## config.mk

```make
export PLATFORM = sky130hd
export DESIGN_NAME = wmmf_kernel
export DESIGN_NICKNAME = d
export VERILOG_FILES = /design/src/hw/rtl/wmmf_pkg.sv /design/src/hw/rtl/wmmf_kernel.sv
export SDC_FILE = /design/constraint.sdc
export NUM_CORES = 1
export LEC_CHECK = 0
export BUFFER_PORTS_ARGS = -buffer_cell sky130_fd_sc_hd__buf_2
export CAP_MARGIN = 0
export CORE_MARGIN = 3
export CORE_UTILIZATION = 57
export DETAILED_ROUTE_END_ITERATION = 8
export PLACE_DENSITY = 0.91
export SYNTH_ARGS = -nofsm -noshare
export SYNTH_HDL_FRONTEND = slang
export SYNTH_SLANG_ARGS = --single-unit
```

## constraint.sdc

```tcl
create_clock -name vclk -period 28.7
set_input_delay 5.74 -clock vclk [all_inputs]
set_output_delay 5.74 -clock vclk [all_outputs]
set_load 0.1 [all_outputs]
```

## src/hw/rtl/wmmf_pkg.sv

```systemverilog
// ----------------------------------------------------------------------------
// wmmf_pkg
// Types, constants and helpers shared by the 3x3 median / mean window filter.
// ----------------------------------------------------------------------------
package wmmf_pkg;

	localparam int unsigned PIX_W    = 8;
	localparam int unsigned CFG_W    = 11;
	localparam int unsigned SUM_W    = 12;
	localparam int unsigned RECIP_W  = 13;
	localparam int unsigned PROD_W   = SUM_W + RECIP_W;
	localparam int unsigned MEAN_SHIFT = 16;

	// floor(sum / 9) == (sum * 7282) >> 16 for every sum of nine 8-bit values
	localparam logic [RECIP_W-1:0] MEAN_RECIP = 13'd7282;

	typedef logic [PIX_W-1:0] pix_t;
	typedef logic [8:0][PIX_W-1:0] pix9_t;
	typedef logic [5:0][PIX_W-1:0] wcols_t;
	typedef logic [SUM_W-1:0] sum_t;
	typedef logic [3:0] win_idx_t;
	typedef logic [0:0] cfg_idx_t;

	localparam cfg_idx_t REG_PADDED_WIDTH = 1'b0;
	localparam cfg_idx_t REG_FILTER_MODE  = 1'b1;

	typedef enum logic {
		MODE_MEDIAN = 1'b0,
		MODE_MEAN   = 1'b1
	} filter_mode_t;

	localparam logic [CFG_W-1:0] PW_RESET = 11'd1024;
	localparam filter_mode_t MODE_RESET   = MODE_MEAN;

	localparam logic [1:0] ROW_FULL = 2'd2;

	// compare-exchange: smaller value to lo, larger to hi
	function automatic pix9_t cx(pix9_t p, win_idx_t lo, win_idx_t hi);
		pix_t a;
		pix_t b;
		pix9_t r;
		a = p[lo];
		b = p[hi];
		r = p;
		if (a > b) begin
			r[lo] = b;
			r[hi] = a;
		end
		return r;
	endfunction

endpackage

```

## src/hw/rtl/wmmf_kernel.sv

```systemverilog
// ----------------------------------------------------------------------------
// wmmf_kernel
// Median of nine by a compare-exchange network, and the sum of the window.
// ----------------------------------------------------------------------------
module wmmf_kernel (
	input  wmmf_pkg::pix9_t win,
	output wmmf_pkg::pix_t  median,
	output wmmf_pkg::sum_t  sum
);

	wmmf_pkg::pix9_t p;

	always_comb begin
		p = win;
		p = wmmf_pkg::cx(p, 4'd1, 4'd2);
		p = wmmf_pkg::cx(p, 4'd4, 4'd5);
		p = wmmf_pkg::cx(p, 4'd7, 4'd8);
		p = wmmf_pkg::cx(p, 4'd0, 4'd1);
		p = wmmf_pkg::cx(p, 4'd3, 4'd4);
		p = wmmf_pkg::cx(p, 4'd6, 4'd7);
		p = wmmf_pkg::cx(p, 4'd1, 4'd2);
		p = wmmf_pkg::cx(p, 4'd4, 4'd5);
		p = wmmf_pkg::cx(p, 4'd7, 4'd8);
		p = wmmf_pkg::cx(p, 4'd0, 4'd3);
		p = wmmf_pkg::cx(p, 4'd5, 4'd8);
		p = wmmf_pkg::cx(p, 4'd4, 4'd7);
		p = wmmf_pkg::cx(p, 4'd3, 4'd6);
		p = wmmf_pkg::cx(p, 4'd1, 4'd4);
		p = wmmf_pkg::cx(p, 4'd2, 4'd5);
		p = wmmf_pkg::cx(p, 4'd4, 4'd7);
		p = wmmf_pkg::cx(p, 4'd4, 4'd2);
		p = wmmf_pkg::cx(p, 4'd6, 4'd4);
		p = wmmf_pkg::cx(p, 4'd4, 4'd2);
	end

	assign median = p[4];

	assign sum = ((wmmf_pkg::sum_t'(win[0]) + wmmf_pkg::sum_t'(win[1]))
	            + (wmmf_pkg::sum_t'(win[2]) + wmmf_pkg::sum_t'(win[3])))
	           + ((wmmf_pkg::sum_t'(win[4]) + wmmf_pkg::sum_t'(win[5]))
	            + (wmmf_pkg::sum_t'(win[6]) + wmmf_pkg::sum_t'(win[7])))
	           + wmmf_pkg::sum_t'(win[8]);

endmodule

```

---- Yosys cells after proc, flatten, opt, wreduce, memory -nomap -nowiden ----
Cells that the tools add are included.
word-level totals
  output and inout port bits .............. 20
  bits in registers ....................... 0
  memories ................................ 0
  latch bits .............................. 0
  bits of input ports ..................... 72
  ROM bits ................................ 0
  RAM bits ................................ 0
operators by class
  add/sub/neg operators ................... 8
  reduce and logical (&&, ||, !) cells .... 0
  equal/unequal tests ..................... 0
  bitwise logic cells ..................... 0
  divide/modulo/power cells ............... 0
  shift-type cells ........................ 0
  $lt $le $gt $ge ......................... 19
  multipliers ............................. 0
  muxes and demuxes ....................... 21
operator list
  operator                       count
  greater-than comparator 8 bit  19
  2-to-1 mux 16 bit              9
  2-to-1 mux 8 bit               12
  adder 8 x 8 -> 9 bit           4
  adder 9 x 9 -> 10 bit          2
  adder 11 x 8 -> 12 bit         1
  adder 10 x 10 -> 11 bit        1

---- Longest topological paths before layout ----
Gate-level depths: netlist of the first run.
  depth in word-level cells ............... 18
  gate-level depth with buffers ........... 98
  mapped depth without buffers ............ 89

---- Least setup slack after synthesis of the first run ----
No wires, ideal clock.
  kind .................................... input to output
  from .................................... in win[41] (netlist bit)
  to ...................................... out median[1]
  setup slack ............................. -1.409 ns
  stages on the path ...................... 92
  data arrival time ....................... 24.369 ns
  data required time ...................... 22.960 ns
  cells stage by stage .................... inv_1 ha_1 nor2b_1 o211a_1 or3_1 a2bb2oi_4 buf_1 clkbuf_1 nor2_1 a21oi_1 ha_1 a21oi_1 a21oi_1 o21ai_0 o21ai_0 nand4b_1 nand2_1 clkbuf_1 (+56 left out) a211oi_1 or4_1 and4_1 buf_6 buf_6 o21a_1 ha_1 nor2b_1 o21a_1 o21ai_0 nand2b_1 a21oi_1 nor2_1 a211oi_1 a21oi_1 nand2_1 o22ai_1 nor4_1
on the way
  word-level cells in the longest chain between the ends .. 18
  elaborated cells on any way between the ends .. 28
  those cells by class .................... 13 x order compare; 15 x mux
ends and longest elaborated chain
  element                        RTL line          text
  from (decl)                    wmmf_kernel.sv:6  input wmmf_pkg::pix9_t win,
  greater-than comparator 8 bit  wmmf_pkg.sv:45    if (a > b) begin
  2-to-1 mux 16 bit *            wmmf_pkg.sv:45
  greater-than comparator 8 bit  wmmf_pkg.sv:45
  2-to-1 mux 16 bit              wmmf_pkg.sv:45
  greater-than comparator 8 bit  wmmf_pkg.sv:45
  2-to-1 mux 16 bit              wmmf_pkg.sv:45
  greater-than comparator 8 bit  wmmf_pkg.sv:45
  2-to-1 mux 8 bit               wmmf_pkg.sv:45
  (+2 left out)                  n/a
  greater-than comparator 8 bit  wmmf_pkg.sv:45
  2-to-1 mux 8 bit               wmmf_pkg.sv:45
  greater-than comparator 8 bit  wmmf_pkg.sv:45
  2-to-1 mux 8 bit               wmmf_pkg.sv:45
  greater-than comparator 8 bit  wmmf_pkg.sv:45
  2-to-1 mux 8 bit               wmmf_pkg.sv:45
  greater-than comparator 8 bit  wmmf_pkg.sv:45
  2-to-1 mux 8 bit *             wmmf_pkg.sv:45
  to (decl)                      wmmf_kernel.sv:7  output wmmf_pkg::pix_t median,
Mark *: on every way between the ends. The rest lies on a longest branch, timed or not.

---- Worst setup path in the final report of the first run ----
Ends and elaborated chain as after synthesis.

==> flow_summary_export.csv, run 1 <==
group,metric,value,unit
routing,route.met3.wl,2710,um
logic_synthesis,synth.area.mux_share,18.0,%
grt,grt_pass1_vias,8251,
finish,final_area,9280,um^2
worst_hold_path,hp-start,"win[48]",
place,io_buffers,92,
logic_synthesis,synth-simple-area-share,14.2,%
setup_path,max_stage_delay,500,ps
place,dpl.hpwl,20800,um
setup_path,worstPathMaxFanout,18,
routing,drc,11,
logic_synthesis,synth_xor_area_share,0.965,%
setup_path,end_kind,"output pin",
logic_synthesis,synth_top_area_cell,"ha_1",
die,core-area,13900,um^2
setup_path,crit_required,22960,ps
setup_path,path_class,"in -> out",
logic_synthesis,synth_top_family_by_area,"adder cells",
logic_synthesis,synth_cell_type_count,62,
timing,max_slew.worst_pin.slew,1000,ps
logic_synthesis,synth-adder-area-share,37.9,%
logic_synthesis,synth_common_cells,"inv_1, ha_1, mux2i_1",
logic_synthesis,synth_top_area_share,24.5,%
grt,antenna_found_initial,0,
routing,wl_met2,11200,um
setup_path,critPathSlowestCell,"or4_1",
logic_synthesis,synth_nets,1346,
die,start_util,58.6,%
finish,area_delta_synth_final,13.6,%
routing,dr.pass1.iters,9,
finish,final_nets,1445,
timing,fin_crit,27870,ps
timing,fmax,35.9,MHz
timing,setup_tns,0,ps
die,die_x,126,um
run_status,violations,"DRC",
timing,slew_violations,0,
logic_synthesis,netlist_area,8170,um^2
die,dieArea,15800,um^2
logic_synthesis,yosysMostFrequentCell,"inv_1",
worst_hold_path,worst_hold_path_type,"in -> out",
place,placed_cell_area,8970,um^2
logic_synthesis,syn_area_per_cell,7.71,um^2
place,gp_congestion,1.02,
grt,grt_usage,29.1,%
logic_synthesis,yosysSeqAreaShare,0,%
routing,drt_iter0_drc,853,
logic_synthesis,ys_warn_count,0,
finish,drive_gt1_share,18.0,%
routing,post_drt_wl_per_cell,18.5,um
timing,hold_violations,0,
logic_synthesis,synth_compound_area_share,19.5,%
timing,holdWs,12320,ps
die,die_y,126,um
setup_path,critPathLaunchType,"primary input",
grt,grt_max_degree,26,
grt,grt_overflow,0,
finish,regArea,0,um^2
finish,clock_buffers,0,
routing,drt_wl_total,24800,um
setup_path,critPathLaunch,"win[41]",
die,pin_count,92,
routing,antenna_left,0,
setup_path,timing.critical_path.mode_cell,"ha_1",
die,rows,43,
routing,wl_met1,9510,um
logic_synthesis,synth_cells,1060,
job,cap_violations,0,
setup_path,cp.arrival,22130,ps
timing,min_period_over_period,97.1,%
timing,setup_viol,0,
run_status,status,"complete, but fails checks",
routing,top_layer,"met4",
routing,vias,8427,
finish,diodes,0,
timing,slew_headroom,33.3,%
clock_tree,hold_buffers,0,
logic_synthesis,synthTopCellsByArea,"ha_1, fa_1, mux2i_1, inv_1, a21oi_1",
finish,nFlopsAndLatches,0,
grt,grt_pass1_wl,38700,um
routing,vias_per_cell,6.30,
-- final cells by class --
type	instances	area, um^2
Fill cell	1033	4660
Tap cell	180	225
Inverter	173	649
Multi-Input combinational cell	865	7590
Timing Repair Buffer	119	816
-- per-layer routing --
metal | track usage (%) | vias to the layer above
met1 | 36.0 | 3872
met3 | 6.74 | 134
met5 | 0 | -
li1 | - | 3938
met2 | 49.2 | 483
met4 | 11.5 | 0
-- critical path, delay by kind of cell --
kind	cells	cell delay, ps
muxes	3	850
and+or+nand+nor	27	4830
AOI/OAI and AO/OA	35	5680
adders and majority gates	10	2780
buffers and inverters	14	2190
-- cells in the final DEF (no fill, tap or decap), types with 6 or more instances in the layout --
cell type,Yosys,layout
o21ai_0,67,62
o21a_1,18,17
a21oi_2,1,11
nor2b_1,16,16
o21ai_1,9,10
fa_1,54,54
ha_1,160,160
mux2i_1,99,96
buf_12,0,8
nor2_1,58,56
buf_2,1,84
nand2b_1,13,13
a21o_1,24,24
nand4_1,19,19
nand3_1,26,25
inv_1,173,173
buf_4,0,24
and3_1,10,9
xnor2_1,7,7
mux2_2,40,41
nand2_1,60,59
a21oi_1,93,83
and2_1,6,6
a21boi_0,6,6
-- kinds of logic (layout without fill, tap and decap cells) --
| logic type | after synthesis | after routing |
|---|---|---|
| AO/OA/AOI/OAI | 260 | 261 |
| multiplexers | 141 | 143 |
| AND/OR/NAND/NOR | 235 | 237 |
| buffers and inverters | 200 | 292 |
| adder cells (fa/ha/maj) | 215 | 215 |
| XOR/XNOR | 9 | 9 |
-- timing repair --
| action | 4_1_cts | 5_1_grt |
|---|---|---|
| setup endpoints to repair | 7 | 8 |
| gates resized for setup | 2 | 37 |
| pin swaps | 0 | 5 |
| buffers inserted | 0 | 14 |
| gates cloned | 0 | 5 |
-- path summary, 6_finish.rpt --
check,to,slack (ps),cells after the start
max,median[1],830,89
min,sum[0],12320,4
-- through the flow --
step	instances	utilization [%]	setup WS [ps]
final	1337	66.6	830
after floorplan	1060	-	-232
after detailed placement	1318	64.4	-232
after global routing	1337	66.6	-187
after CTS	1318	64.4	98.9
after global placement	1318	64.4	375
Power of run 1 is not shown: default switching activity piles up to over one toggle a cycle in this logic, so the estimate is an artifact.
==> inputs of run 2 (changes only) <==
--- a/config.mk
+++ b/config.mk
@@ -5,11 +5,13 @@
 export SDC_FILE = /design/constraint.sdc
 export NUM_CORES = 1
 export LEC_CHECK = 0
+export ABC_AREA = 1
 export BUFFER_PORTS_ARGS = -buffer_cell sky130_fd_sc_hd__buf_2
 export CAP_MARGIN = 0
 export CORE_MARGIN = 3
 export CORE_UTILIZATION = 57
 export DETAILED_ROUTE_END_ITERATION = 8
+export GPL_TIMING_DRIVEN = 0
 export PLACE_DENSITY = 0.91
 export SYNTH_ARGS = -nofsm -noshare
 export SYNTH_HDL_FRONTEND = slang
==> flow_summary_export.csv, run 2 <==
group,metric,value,unit
run_status,status,"complete, no violations",
timing,setup_viol,0,
timing,setup_ws,2020,ps
logic_synthesis,synth.area.mux_share,0,%
routing,vias,8594,
job,cap_violations,0,
logic_synthesis,synth_top_area_cell,"ha_1",
routing,dr.pass1.iters,5,
die,die_y,123,um
grt,grt_pass1_wl,36100,um
timing,fmax,37.5,MHz
place,dpl.hpwl,19600,um
die,rows,42,
worst_hold_path,worst_hold_path_type,"in -> out",
place,place_ws,2380,ps
routing,post_drt_wl_per_cell,14.4,um
setup_path,timing.critical_path.mode_cell,"nand2_1",
finish,diodes,0,
logic_synthesis,syn_area_per_cell,6.28,um^2
die,start_util,58.9,%
clock_tree,cts_resized,0,
setup_path,critPathSlowestCell,"o21ai_0",
grt,antenna_found_initial,0,
grt,grt_pass1_vias,7931,
logic_synthesis,synth_top_area_share,25.5,%
finish,final_nets,1631,
timing,max_slew.worst_pin.slew,642,ps
die,die_x,123,um
routing,vias_per_cell,5.66,
place,io_buffers,92,
clock_tree,postCtsSetupRepairBufs,0,
routing,drc,0,
finish,clock_buffers,0,
logic_synthesis,synth_xor_area_share,0.780,%
logic_synthesis,synth_common_cells,"nand2_1, o21ai_0, inv_1",
grt,grt_usage,29.2,%
setup_path,end_kind,"output pin",
die,dieArea,15200,um^2
timing,hold_violations,0,
routing,antenna_left,0,
logic_synthesis,yosysSeqAreaShare,0,%
timing,setup_tns,0,ps
die,pin_count,92,
setup_path,critPathLaunchType,"primary input",
timing,slew_headroom,56.7,%
grt,grt_max_degree,11,
finish,final_common_cell,"nand2_1",
logic_synthesis,synth_top_family_by_area,"adder cells",
setup_path,critPathLaunch,"win[47]",
finish,regArea,0,um^2
timing,slew_violations,0,
setup_path,worstPathMaxFanout,10,
logic_synthesis,synthTopCellsByArea,"ha_1, nand2_1, fa_1, o21ai_0, inv_1",
die,core-area,13300,um^2
worst_hold_path,min_to,"sum[0]",
setup_path,path_class,"in -> out",
clock_tree,hold_buffers,0,
timing,grt_setup_unrepaired,"false",
logic_synthesis,synth-adder-area-share,39.2,%
finish,area_delta_synth_final,8.66,%
routing,drt_wl_total,21900,um
finish,most-common-layout-cells,"nand2_1, o21ai_0, inv_1",
worst_hold_path,min_path_cells,4,
logic_synthesis,synth_cell_type_count,40,
finish,drive_gt1_share,12.5,%
logic_synthesis,synth-simple-area-share,27.2,%
logic_synthesis,synth_compound_area_share,22.2,%
setup_path,cp.arrival,20940,ps
worst_hold_path,hp-start,"win[56]",
logic_synthesis,synth_nets,1537,
place,gp_congestion,1.03,
setup_path,crit_required,22960,ps
timing,min_period_over_period,93.0,%
setup_path,max_stage_delay,540,ps
routing,drt_iter0_drc,620,
finish,nFlopsAndLatches,0,
timing,fin_crit,26680,ps
logic_synthesis,yosysMostFrequentCell,"nand2_1",
grt,grt_overflow,0,
logic_synthesis,netlist_area,7860,um^2
logic_synthesis,ys_warn_count,0,
logic_synthesis,synth_cells,1251,
[run 2: logic make-up after synthesis]
| logic type | Yosys count |
|---|---|
| and+or+nand+nor | 494 |
| AOI/OAI and AO/OA | 319 |
| buffers and inverters | 217 |
| adders and majority gates | 214 |
| xor gates and xnor gates | 7 |
[run 2: critical path, delay by kind of cell]
| family | cells | cell delay (ps) |
|---|---|---|
| adders and majority gates | 9 | 2520 |
| buffers and inverters | 18 | 4030 |
| AOI/OAI and AO/OA | 23 | 5390 |
| and+or+nand+nor | 29 | 3210 |
[run 2: cell type report]
type | instances | area [um^2]
multi-input cells | 1034 | 7020
fillers | 1206 | 4810
inverters | 183 | 687
repair buffers | 92 | 460
well taps | 176 | 220
plain buffers | 34 | 151
[run 2: worst max-delay path by stage]
stage                      endpoint  slack [ps]
after floorplan           median[6]        4800
after global placement    median[6]        2830
after detailed placement  median[6]        2380
after CTS                 median[6]        2350
after global routing      median[6]         920
final                     median[6]        2020
[run 2: routing by layer]
layer | GRT usage, % | part of all wire, % | up-vias
met4 | 10.4 | 4.5 | 0
met2 | 49.6 | 46 | 354
li1 | - | - | 4312
met1 | 38.9 | 42 | 3866
met3 | 2.33 | 7.0 | 62
met5 | 0 | 0 | -
[run 2: metrics by stage]
stage | cells | cell area (um^2) | hold slack (ps) | utilization [%]
5_1_grt | 1519 | 8540 | 12390 | 64.0
3_5_place_dp | 1519 | 8540 | 12360 | 64.0
3_3_place_gp | 1519 | 8540 | 12350 | 64.0
4_1_cts | 1519 | 8540 | 12360 | 64.0
6_report | 1519 | 8540 | 12370 | 64.0
2_1_floorplan | 1251 | 7860 | 12170 | -
Power of run 2 is left out for the same reason.
